## src/rtl/lhpi_pkg.sv

```systemverilog
// Shared types, codes and filter arithmetic of the luma half-pel interpolator.
// Used by the controller, the datapath, the top level and the checker.
`timescale 1ns / 1ps

package lhpi_pkg;

  // Item opcodes (carried in tuser)
  localparam logic OP_WRITE = 1'b0;
  localparam logic OP_READ  = 1'b1;

  // Sample positions
  localparam logic [1:0] POS_FULL = 2'd0;
  localparam logic [1:0] POS_HORZ = 2'd1;
  localparam logic [1:0] POS_VERT = 2'd2;
  localparam logic [1:0] POS_DIAG = 2'd3;

  // Configuration register indexes
  localparam int unsigned CFG_IDX_W = 8;
  localparam logic [CFG_IDX_W-1:0] CFG_FRAME_WIDTH  = 8'd0;
  localparam logic [CFG_IDX_W-1:0] CFG_FRAME_HEIGHT = 8'd1;
  localparam logic [7:0] FRAME_DIM_RESET = 8'd128;

  // Field widths
  localparam int unsigned COORD_W = 7;
  localparam int unsigned PIX_W   = 8;
  localparam int unsigned POS_W   = 2;
  localparam int unsigned TDATA_W = 24;

  // Six-tap filter: 1,-5,20,20,-5,1, round by 16, shift by 5, clip to 0..255
  localparam int unsigned TAP_IDX_W  = 3;
  localparam logic [TAP_IDX_W-1:0] TAP_FIRST  = 3'd0;
  localparam logic [TAP_IDX_W-1:0] TAP_CENTER = 3'd2;
  localparam logic [TAP_IDX_W-1:0] TAP_LAST   = 3'd5;
  localparam int unsigned COEF_W = 6;
  localparam int TAP_OUTER = 1;
  localparam int TAP_NEAR  = -5;
  localparam int TAP_INNER = 20;
  localparam int unsigned SUM_W = 16;
  localparam int TAP_ROUND = 16;
  localparam int TAP_SHIFT = 5;
  localparam int PIX_MAX   = 255;

  // One tap fetch issued by the controller
  typedef struct packed {
    logic                 valid;
    logic                 hfilt;
    logic                 vfilt;
    logic [TAP_IDX_W-1:0] row_idx;
    logic [TAP_IDX_W-1:0] col_idx;
    logic                 row_first;
    logic                 row_last;
    logic                 col_first;
    logic                 col_last;
  } tap_cmd_t;

  // Controller to datapath
  typedef struct packed {
    logic     load;
    logic     store;
    tap_cmd_t tap;
  } ctrl_cmd_t;

  // Datapath to controller
  typedef struct packed {
    logic item_done;
  } dp_status_t;

  function automatic logic signed [COEF_W-1:0] tap_coef(input logic [TAP_IDX_W-1:0] idx);
    logic signed [COEF_W-1:0] c;
    case (idx)
      3'd0, 3'd5: c = COEF_W'(TAP_OUTER);
      3'd1, 3'd4: c = COEF_W'(TAP_NEAR);
      3'd2, 3'd3: c = COEF_W'(TAP_INNER);
      default:    c = '0;
    endcase
    return c;
  endfunction

  function automatic logic signed [SUM_W-1:0] tap_mul(input logic [TAP_IDX_W-1:0] idx,
                                                      input logic [PIX_W-1:0] pix);
    logic signed [SUM_W-1:0] p;
    p = SUM_W'($signed({1'b0, pix})) * SUM_W'(tap_coef(idx));
    return p;
  endfunction

  function automatic logic [PIX_W-1:0] round_clip(input logic signed [SUM_W-1:0] s);
    logic signed [SUM_W:0] v;
    v = (SUM_W+1)'(s) + (SUM_W+1)'(TAP_ROUND);
    if (v < 0) begin
      return '0;
    end
    v = v >>> TAP_SHIFT;
    if (v > (SUM_W+1)'(PIX_MAX)) begin
      return PIX_W'(PIX_MAX);
    end
    return v[PIX_W-1:0];
  endfunction

endpackage

```

## src/rtl/lhpi_ctrl.sv

```systemverilog
// Controller of the interpolator: accepts items and walks the tap window.
// Depends on lhpi_pkg; drives the datapath by ctrl_cmd_t, listens to dp_status_t.
`timescale 1ns / 1ps

module lhpi_ctrl
  import lhpi_pkg::*;
(
  input  logic             clk_i,
  input  logic             rst_ni,
  input  logic             in_valid_i,
  output logic             in_ready_o,
  input  logic             opcode_i,
  input  logic [POS_W-1:0] position_i,
  input  dp_status_t       status_i,
  output ctrl_cmd_t        cmd_o
);

  typedef enum logic [1:0] {
    ST_IDLE,
    ST_ISSUE,
    ST_WAIT
  } state_e;

  state_e               state_q;
  logic [TAP_IDX_W-1:0] ri_q;
  logic [TAP_IDX_W-1:0] ci_q;
  logic                 hf_q;
  logic                 vf_q;

  logic                 accept;
  logic                 in_hf;
  logic                 in_vf;
  logic [TAP_IDX_W-1:0] rstart, rend, cstart, cend;

  assign in_ready_o = (state_q == ST_IDLE);
  assign accept     = in_valid_i && in_ready_o;
  assign in_hf      = (position_i == POS_HORZ) || (position_i == POS_DIAG);
  assign in_vf      = (position_i == POS_VERT) || (position_i == POS_DIAG);

  // Window bounds: six taps along a filtered axis, the center tap otherwise
  assign rstart = vf_q ? TAP_FIRST : TAP_CENTER;
  assign rend   = vf_q ? TAP_LAST  : TAP_CENTER;
  assign cstart = hf_q ? TAP_FIRST : TAP_CENTER;
  assign cend   = hf_q ? TAP_LAST  : TAP_CENTER;

  // Commands to the datapath
  always_comb begin
    cmd_o               = '0;
    cmd_o.load          = accept;
    cmd_o.store         = accept && (opcode_i == OP_WRITE);
    cmd_o.tap.valid     = (state_q == ST_ISSUE);
    cmd_o.tap.hfilt     = hf_q;
    cmd_o.tap.vfilt     = vf_q;
    cmd_o.tap.row_idx   = ri_q;
    cmd_o.tap.col_idx   = ci_q;
    cmd_o.tap.row_first = (ri_q == rstart);
    cmd_o.tap.row_last  = (ri_q == rend);
    cmd_o.tap.col_first = (ci_q == cstart);
    cmd_o.tap.col_last  = (ci_q == cend);
  end

  // Sequence one read item: column taps inside row taps, then wait for the result
  always_ff @(posedge clk_i or negedge rst_ni) begin
    if (!rst_ni) begin
      state_q <= ST_IDLE;
      ri_q    <= TAP_CENTER;
      ci_q    <= TAP_CENTER;
      hf_q    <= 1'b0;
      vf_q    <= 1'b0;
    end else begin
      case (state_q)
        ST_IDLE: begin
          if (accept && (opcode_i == OP_READ)) begin
            hf_q    <= in_hf;
            vf_q    <= in_vf;
            ri_q    <= in_vf ? TAP_FIRST : TAP_CENTER;
            ci_q    <= in_hf ? TAP_FIRST : TAP_CENTER;
            state_q <= ST_ISSUE;
          end
        end
        ST_ISSUE: begin
          if (ci_q == cend) begin
            ci_q <= cstart;
            if (ri_q == rend) begin
              state_q <= ST_WAIT;
            end else begin
              ri_q <= ri_q + 1'b1;
            end
          end else begin
            ci_q <= ci_q + 1'b1;
          end
        end
        ST_WAIT: begin
          if (status_i.item_done) begin
            state_q <= ST_IDLE;
          end
        end
        default: begin
          state_q <= ST_IDLE;
        end
      endcase
    end
  end

endmodule

```

## config.mk

```make
export PLATFORM = sky130hd
export DESIGN_NAME = lhpi_ctrl
export DESIGN_NICKNAME = d
export VERILOG_FILES = /design/src/rtl/lhpi_pkg.sv /design/src/rtl/lhpi_ctrl.sv
export SDC_FILE = /design/constraint.sdc
export NUM_CORES = 1
export LEC_CHECK = 0
export BUFFER_PORTS_ARGS = -buffer_cell sky130_fd_sc_hd__buf_2
export CORE_UTILIZATION = 51
export DETAILED_ROUTE_END_ITERATION = 10
export PLACE_DENSITY = 0.82
export SETUP_SLACK_MARGIN = 0.1
export SYNTH_ARGS = -nofsm -noshare
export SYNTH_HDL_FRONTEND = slang
export SYNTH_SLANG_ARGS = --single-unit
```

## constraint.sdc

```tcl
create_clock -name clk_i -period 4.85 [get_ports clk_i]
set_clock_uncertainty 0.15 [all_clocks]
set_input_delay 0.485 -clock clk_i [delete_from_list [all_inputs] [get_ports clk_i]]
set_output_delay 0.485 -clock clk_i [all_outputs]
set_load 0.02 [all_outputs]
```

* Word-level counts from Yosys, hierarchy flattened *
Cells that the tools add are included.

word-level totals
  bits in registers = 10
  input bits = 7

cells by class
  add/sub/neg operators = 2
  equal/unequal tests = 14
  multiplexer cells = 18
  bitwise operators = 1
  reduce and logical (&&, ||, !) cells = 11

operators by type and width
  operator             count
  $mux 3               7
  $mux 2               8
  $pmux 3 s2           2
  $ne 2x2->1 const B   4
  $reduce_and 4->1     2
  $add 3x1->3 const B  2
  $eq 2x2->1 const B   3
  $eq 3x2->1           2
  $eq 3x3->1           2
  $pmux 2 s3           1
  $eq 2x1->1 const B   2
  $reduce_and 2->1     2
  $logic_and 1x1->1    3
  $logic_not 2->1      1
  $logic_or 1x1->1     2
  $ne 2x1->1 const B   1
  $reduce_bool 2->1    1
  $not 1->1            1

* Logic depth before layout (Yosys ltp) *
Gate-level depths: netlist (run 1).

  depth in word-level cells = 5
  mapped depth = 6
  gate-level depth less buffers = 5

* Worst setup path after synthesis (run 1) *
No wires, ideal clock.

  path kind = register to output
  start = register state_q[0]
  end = output port cmd_o[13] (netlist bit)
  arrival = 1.361 ns
  required time = 4.215 ns
  setup slack = 2.854 ns
  stages on the path, launching flop included = 5
  buffers on the path = 1
  cells stage by stage = dfrtp_1 -> buf_6 -> nor2_1 -> and2_1 -> nor2b_1

RTL lines
  item                    line             RTL
  start, declared         lhpi_ctrl.sv:24  state_e state_q;
  start signal, assigned  lhpi_ctrl.sv:65  state_q <= ST_IDLE;
  start signal, assigned  lhpi_ctrl.sv:78  state_q <= ST_ISSUE;
  start signal, assigned  lhpi_ctrl.sv:85  state_q <= ST_WAIT;
  end, declared           lhpi_ctrl.sv:15  output ctrl_cmd_t cmd_o

==> results of run 1 <==
per-layer routing:
layer  wire, um  track usage
met2        790        0.438
met4         21        0.121
met5          0            0
met3         90       0.0581
met1        639        0.287
worst min-delay path by stage:
| stage | start | end | slack (ns) | cells after the start |
|---|---|---|---|---|
| 6_report | position_i[1] | vf_q$_DFFE_PN0P_ | 0.32 | 2 |
| 5_1_grt | position_i[1] | vf_q$_DFFE_PN0P_ | 0.32 | 2 |
| 4_1_cts | position_i[1] | vf_q$_DFFE_PN0P_ | 0.31 | 2 |
| 3_5_place_dp | rst_ni | ri_q[2]$_DFFE_PN0P_ | 0.21 | 1 |
| 3_3_place_gp | rst_ni | ri_q[2]$_DFFE_PN0P_ | 0.20 | 1 |
| 2_1_floorplan | rst_ni | ci_q[0]$_DFFE_PN0P_ | 0.04 | 0 |
area by class of cell:
type                    count  area [sq um]
clock buffers               4          36.3
multi-input cells          47           373
repair buffers             23           120
well taps                  14          17.5
flip-flops and latches     10           253
inverters                   3          11.3
fillers                   101           360
flip-flops by register name (all words and copies together), names as in the netlist:
register  count
state_q       2
ci_q          3
hf_q          1
ri_q          3
vf_q          1
repair_timing:
item	in CTS	in global routing
endpoints found under the setup margin	0	0
hold buffers	1	0
gates resized for setup	0	0
endpoints found under the hold margin	8	0
kinds of logic (layout without fill, tap and decap cells):
| family | Yosys count | after routing | synth area share |
|---|---|---|---|
| AOI/OAI and AO/OA | 14 | 14 | 0.147 |
| adders and majority gates | 2 | 2 | 0.0367 |
| DFF | 10 | 10 | 0.371 |
| buffers and inverters | 8 | 30 | 0.0826 |
| and+or+nand+nor | 24 | 24 | 0.257 |
| xor gates and xnor gates | 2 | 2 | 0.0257 |
| muxes | 5 | 5 | 0.0807 |
critical path: cells and delay by family (launching register included):
kind                   cells  cell delay (ns)
buffers and inverters      1             0.18
flip-flops                 1             0.57
AND/OR/NAND/NOR            2             0.61
cells in the final DEF, fill, tap and decap left out:
| cell | n |
|---|---|
| a211oi_2 | 1 |
| a21bo_1 | 1 |
| a21oi_1 | 4 |
| a221o_1 | 1 |
| a31o_2 | 1 |
| and2_1 | 1 |
| and3_1 | 1 |
| and4b_1 | 1 |
| buf_2 | 22 |
| clkbuf_4 | 3 |
| clkbuf_8 | 1 |
| dfrtp_1 | 8 |
| dfstp_2 | 2 |
| dlygate4sd3_1 | 1 |
| ha_1 | 2 |
| inv_1 | 3 |
| mux2_1 | 2 |
| mux2_2 | 2 |
| mux2i_1 | 1 |
| nand2_1 | 2 |
| nand2_2 | 1 |
| nand2b_1 | 1 |
| nand4b_1 | 1 |
| nor2_1 | 2 |
| nor2b_1 | 1 |
| nor3_1 | 4 |
| nor3_4 | 1 |
| nor3b_1 | 2 |
| nor4_1 | 1 |
| nor4b_4 | 1 |
| o21ai_0 | 3 |
| o21ai_1 | 1 |
| o311a_1 | 1 |
| o41ai_1 | 1 |
| or2_0 | 1 |
| or2_1 | 2 |
| or4b_1 | 1 |
| xnor2_1 | 2 |
power breakdown:
group / switching (mW) / internal [mW]
registers: 0.0721 / 0.131
clock network: 0.0320 / 0.0457
logic: 0.229 / 0.170
total: 0.333 / 0.347
==> flow_metrics.tcl, run 1 <==
set metrics [dict create \
    io_pins 23 \
    synth-seq-cells 10 \
    min_period_ns 2.28 \
    ys_types 36 \
    worstPathRequired_ns 4.22 \
    routabilityCongestion 0.733 \
    core_sq_um 1170 \
    reg2reg_from "ci_q[1]$_DFFE_PN1P_" \
    cp_cell_sequence "or4b_1 > nand2_2 > buf_2" \
    portBuffers 22 \
    drive_gt1_frac 0.402 \
    synth_area_sq_um 682 \
    yosysWarnings 0 \
    cts_root_buf "clkbuf_4" \
    routedWlPerCell_um 15.3 \
    fin_ws_ns 2.57 \
    syn_nets 74 \
    fin_crit_sh 0.471 \
    synth.top_cell.area_share 0.294 \
    cts_tree "built" \
    endpoint "cmd_o[2]" \
    vias_per_cell 5.96 \
    cap_viol_max_count 0 \
    cpMaxStageDelayCell "dfstp_2" \
    cts_buffer_depth 2 \
    hold_viol 0 \
    grt_antenna_before_repair 0 \
    overflow 0 \
    leakage_nw 0.397 \
    track_usage 0.252 \
    synth_area_leaders "dfrtp_1 29%, dfstp_2 7.7%, ha_1 3.7%" \
    post_dp_cell_area_sq_um 764 \
    floorplan.initialDensity 0.582 \
    outcome "finished clean" \
    arrival_ns 1.65 \
    rows 12 \
    die_w_um 38.6 \
    finalNonFillerCells 101 \
    clk_pin_slew_ns 0.07 \
    place_hpwl_um 1080 \
    synth-seq-area-share 0.371 \
    grt_max_degree 11 \
    fp.dieH_um 38.6 \
    yosysMostFrequentCell "dfrtp_1" \
    synthFlopType "dfrtp_1" \
    powerDensity_nw_per_um2 838 \
    hold_ws_ns 0.318 \
    startpoint "ri_q[1]$_DFFE_PN1P_" \
    syn_avg_cell_area_sq_um 10.5 \
    fin_nets 97 \
    drt_iter0_drc 13 \
    power_mw 0.679 \
    grt_pass1_vias 561 \
    cts_buffers 3 \
    hold_path.class "input port to register" \
    cp-end-kind "primary output" \
    ant_nets 0 \
    ff2ff_path_depth 4 \
    syn_to_final_growth_pct 18.9 \
    syn_inst 65 \
    design_area_sq_um 811 \
    rsz0062_at_grt "no" \
    yosysTopAreaCell "dfrtp_1" \
    ir_drop_mv 0.426 \
    reg2reg_slack_ns 2.98 \
    drc_errors 0 \
    critPathMaxFanout 7 \
    finish.utilization 0.692 \
    drv_slew 0 \
    synth_edf_count 0 \
    clkSinkCount 10 \
    antenna_cells 0 \
    dpl.cell_count 96 \
    tightest_slew_ns 0.496 \
    dieArea_sq_um 1490 \
    routed_wirelength_um 1540 \
    cpPeakStageDelay_ns 0.57 \
    first_pass_iters 4 \
    r2r-end "ri_q[2]$_DFFE_PN0P_" \
    max_freq_mhz 438 \
    place_ws_ns 2.87 \
    critPathKind "register to primary output" \
    async_flop_share 1.00 \
    relSlewSlack 0.669 \
    clk_latency_ns 0.27 \
    post_cts_buffers 0 \
    setup_violations 0 \
    h-tree-depth 1 \
    synth_commonest_cells "8 x dfrtp_1, 4 x a21oi_1, 4 x nor3_1" \
    fin_setup_tns_ns 0 \
    vias 602 \
    start_kind "register" \
    grt_pass1_wl_um 2440 \
]
Power figures use the tool's default switching activity.
==> run 2: changes to the inputs <==
- ABC_AREA: not set -> 1
- CORE_UTILIZATION: 51 -> 43
- PLACE_DENSITY: 0.82 -> 0.74
- clock period: 4.85 -> 2 ns (I/O delays scaled with it)
==> flow_metrics.tcl, run 2 <==
set metrics [dict create \
    grt_antenna_before_repair 0 \
    cts_tree "built" \
    synth-seq-cells 10 \
    r2r-end "ri_q[2]$_DFFE_PN0P_" \
    yosysTopAreaCell "dfrtp_1" \
    ant_nets 0 \
    arrival_ns 1.34 \
    layout_common_cells "24 x nand2_1, 22 x buf_2, 11 x nor2_1" \
    first_pass_iters 4 \
    start_kind "register" \
    rsz0062_at_grt "no" \
    ff2ff_path_depth 7 \
    dieArea_sq_um 1700 \
    ys_types 19 \
    place_ws_ns 0.541 \
    synth_area_sq_um 663 \
    cts_buffer_depth 2 \
    relSlewSlack 0.847 \
    hold_path.class "input port to register" \
    cap_viol_max_count 0 \
    power_mw 1.58 \
    synth-seq-area-share 0.381 \
    core_sq_um 1370 \
    leakage_nw 0.468 \
    hold_ws_ns 0.0398 \
    synth_commonest_cells "24 x nand2_1, 11 x nor2_1, 8 x dfrtp_1, 8 x inv_1, 6 x a21oi_1" \
    hold_viol 0 \
    critPathKind "register to primary output" \
    max_freq_mhz 593 \
    io_pins 23 \
    vias_per_cell 5.03 \
    cp-end-kind "primary output" \
    dpl.cell_count 123 \
    fin_nets 123 \
    cp_cell_sequence "inv_1 > nand3_1 > nand2_1 > nand2_1 > inv_1 > buf_2" \
    reg2reg_slack_ns 0.51 \
    cts.repair.resized 0 \
    fin_crit_sh 0.843 \
    h-tree-depth 1 \
    cpPeakStageDelay_ns 0.57 \
    yosysMostFrequentCell "nand2_1" \
    routabilityCongestion 0.811 \
    fill_cells 123 \
    outcome "finished clean" \
    overflow 0 \
    reg.largest.list "ci_q x3, ri_q x3, state_q x2" \
    final_common_cell "nand2_1" \
    powerDensity_nw_per_um2 1940 \
    synth_edf_count 0 \
    grt_max_degree 11 \
    antenna_cells 0 \
    clkSinkCount 10 \
    finalNonFillerCells 128 \
    holdPathStages 3 \
    setup_violations 0 \
    clk_latency_ns 0.27 \
    rows 13 \
    syn_to_final_growth_pct 23.0 \
    portBuffers 22 \
    grt_pass1_wl_um 2020 \
    place_hpwl_um 1070 \
    synthFlopType "dfrtp_1" \
    cts_root_buf "clkbuf_4" \
    vias 644 \
    fp.dieH_um 41.3 \
    fin_setup_tns_ns 0 \
    routedWlPerCell_um 10.7 \
    cts_buffers 3 \
    grt_pass1_vias 526 \
    async_flop_share 1.00 \
    drive_gt1_frac 0.345 \
    syn_nets 98 \
    reg2reg_from "ci_q[1]$_DFFE_PN1P_" \
    die_w_um 41.3 \
    ir_drop_mv 1.07 \
    critPathMaxFanout 5 \
    syn_avg_cell_area_sq_um 7.45 \
    yosysWarnings 0 \
    hp-start "position_i[0]" \
    synth.top_cell.area_share 0.302 \
    synth_area_leaders "dfrtp_1 30%, nand2_1 14%, dfstp_2 7.9%" \
    multi_input_area_sq_um 344 \
    drt_iter0_drc 17 \
    fin_ws_ns 0.314 \
    tightest_slew_ns 0.229 \
    worstHoldEndpoint "hf_q$_DFFE_PN0P_" \
    cpMaxStageDelayCell "dfstp_2" \
    worstPathRequired_ns 1.65 \
    syn_inst 89 \
    clk_pin_slew_ns 0.07 \
    drc_errors 0 \
    floorplan.initialDensity 0.485 \
    track_usage 0.193 \
    routed_wirelength_um 1370 \
    drv_slew 0 \
    area.sequential_sq_um 253 \
    min_period_ns 1.69 \
]
[run 2: changes by cell type after synthesis, sizes merged, moves of 3 or more]
cell,before,now
nor3,5,1
or2,3,0
nand3,0,5
nand4,0,3
nand2,3,30
mux2,4,0
nor2,2,12
inv,3,11
[run 2: stage by stage]
stage	instance area, sq um	util
after floorplan	663	-
after global placement	769	0.563
after detailed placement	769	0.563
after CTS	816	0.597
after global routing	816	0.597
final	816	0.597
[run 2: logic make-up after synthesis]
family | share of synthesized area
AND/OR/NAND/NOR | 0.379
buffers and inverters | 0.100
AO/OA/AOI/OAI | 0.0755
flip-flops | 0.381
XOR/XNOR | 0.0264
adder cells (fa/ha/maj) | 0.0377
[run 2: power by group]
part,internal [mW],switching (mW)
combinational,0.335,0.649
clock,0.110,0.0690
sequential,0.308,0.112
total,0.753,0.830
[run 2: worst max-delay path by stage]
| stage | start | to | slack [ns] | cells past startpoint |
|---|---|---|---|---|
| after detailed placement | ci_q[1]$_DFFE_PN1P_ | ri_q[2]$_DFFE_PN0P_ | 0.54 | 7 |
| after floorplan | ci_q[1]$_DFFE_PN1P_ | cmd_o[1] | 0.51 | 4 |
| after global placement | ci_q[1]$_DFFE_PN1P_ | ri_q[2]$_DFFE_PN0P_ | 0.59 | 7 |
| after global routing | ci_q[1]$_DFFE_PN1P_ | cmd_o[1] | 0.20 | 5 |
| final | ci_q[1]$_DFFE_PN1P_ | cmd_o[0] | 0.31 | 6 |
| after CTS | ci_q[1]$_DFFE_PN1P_ | cmd_o[0] | 0.31 | 6 |
[run 2: repair_timing]
| item | CTS | global route |
|---|---|---|
| hold buffers | 1 | 0 |
| endpoints found under the hold margin | 10 | 0 |
| buffers inserted | 0 | 0 |
| setup endpoints to repair | 0 | 0 |
[run 2: final cells by class]
type	count	area share
inverters	11	0.0537
multi-input cells	65	0.422
well taps	15	0.0230
repair buffers	23	0.147
clock buffers	4	0.0445
flip-flops and latches	10	0.310
[run 2: worst max-delay path: cells and delay by family (launching register included)]
| family | cells | cell delay, ns |
|---|---|---|
| and+or+nand+nor | 3 | 0.22 |
| buffers and inverters | 3 | 0.27 |
| DFF | 1 | 0.57 |
[run 2: metal layers]
layer  wire [um]  track usage
met3          76       0.0815
met4          19       0.0726
met2         656        0.336
met5           0            0
met1         614        0.205
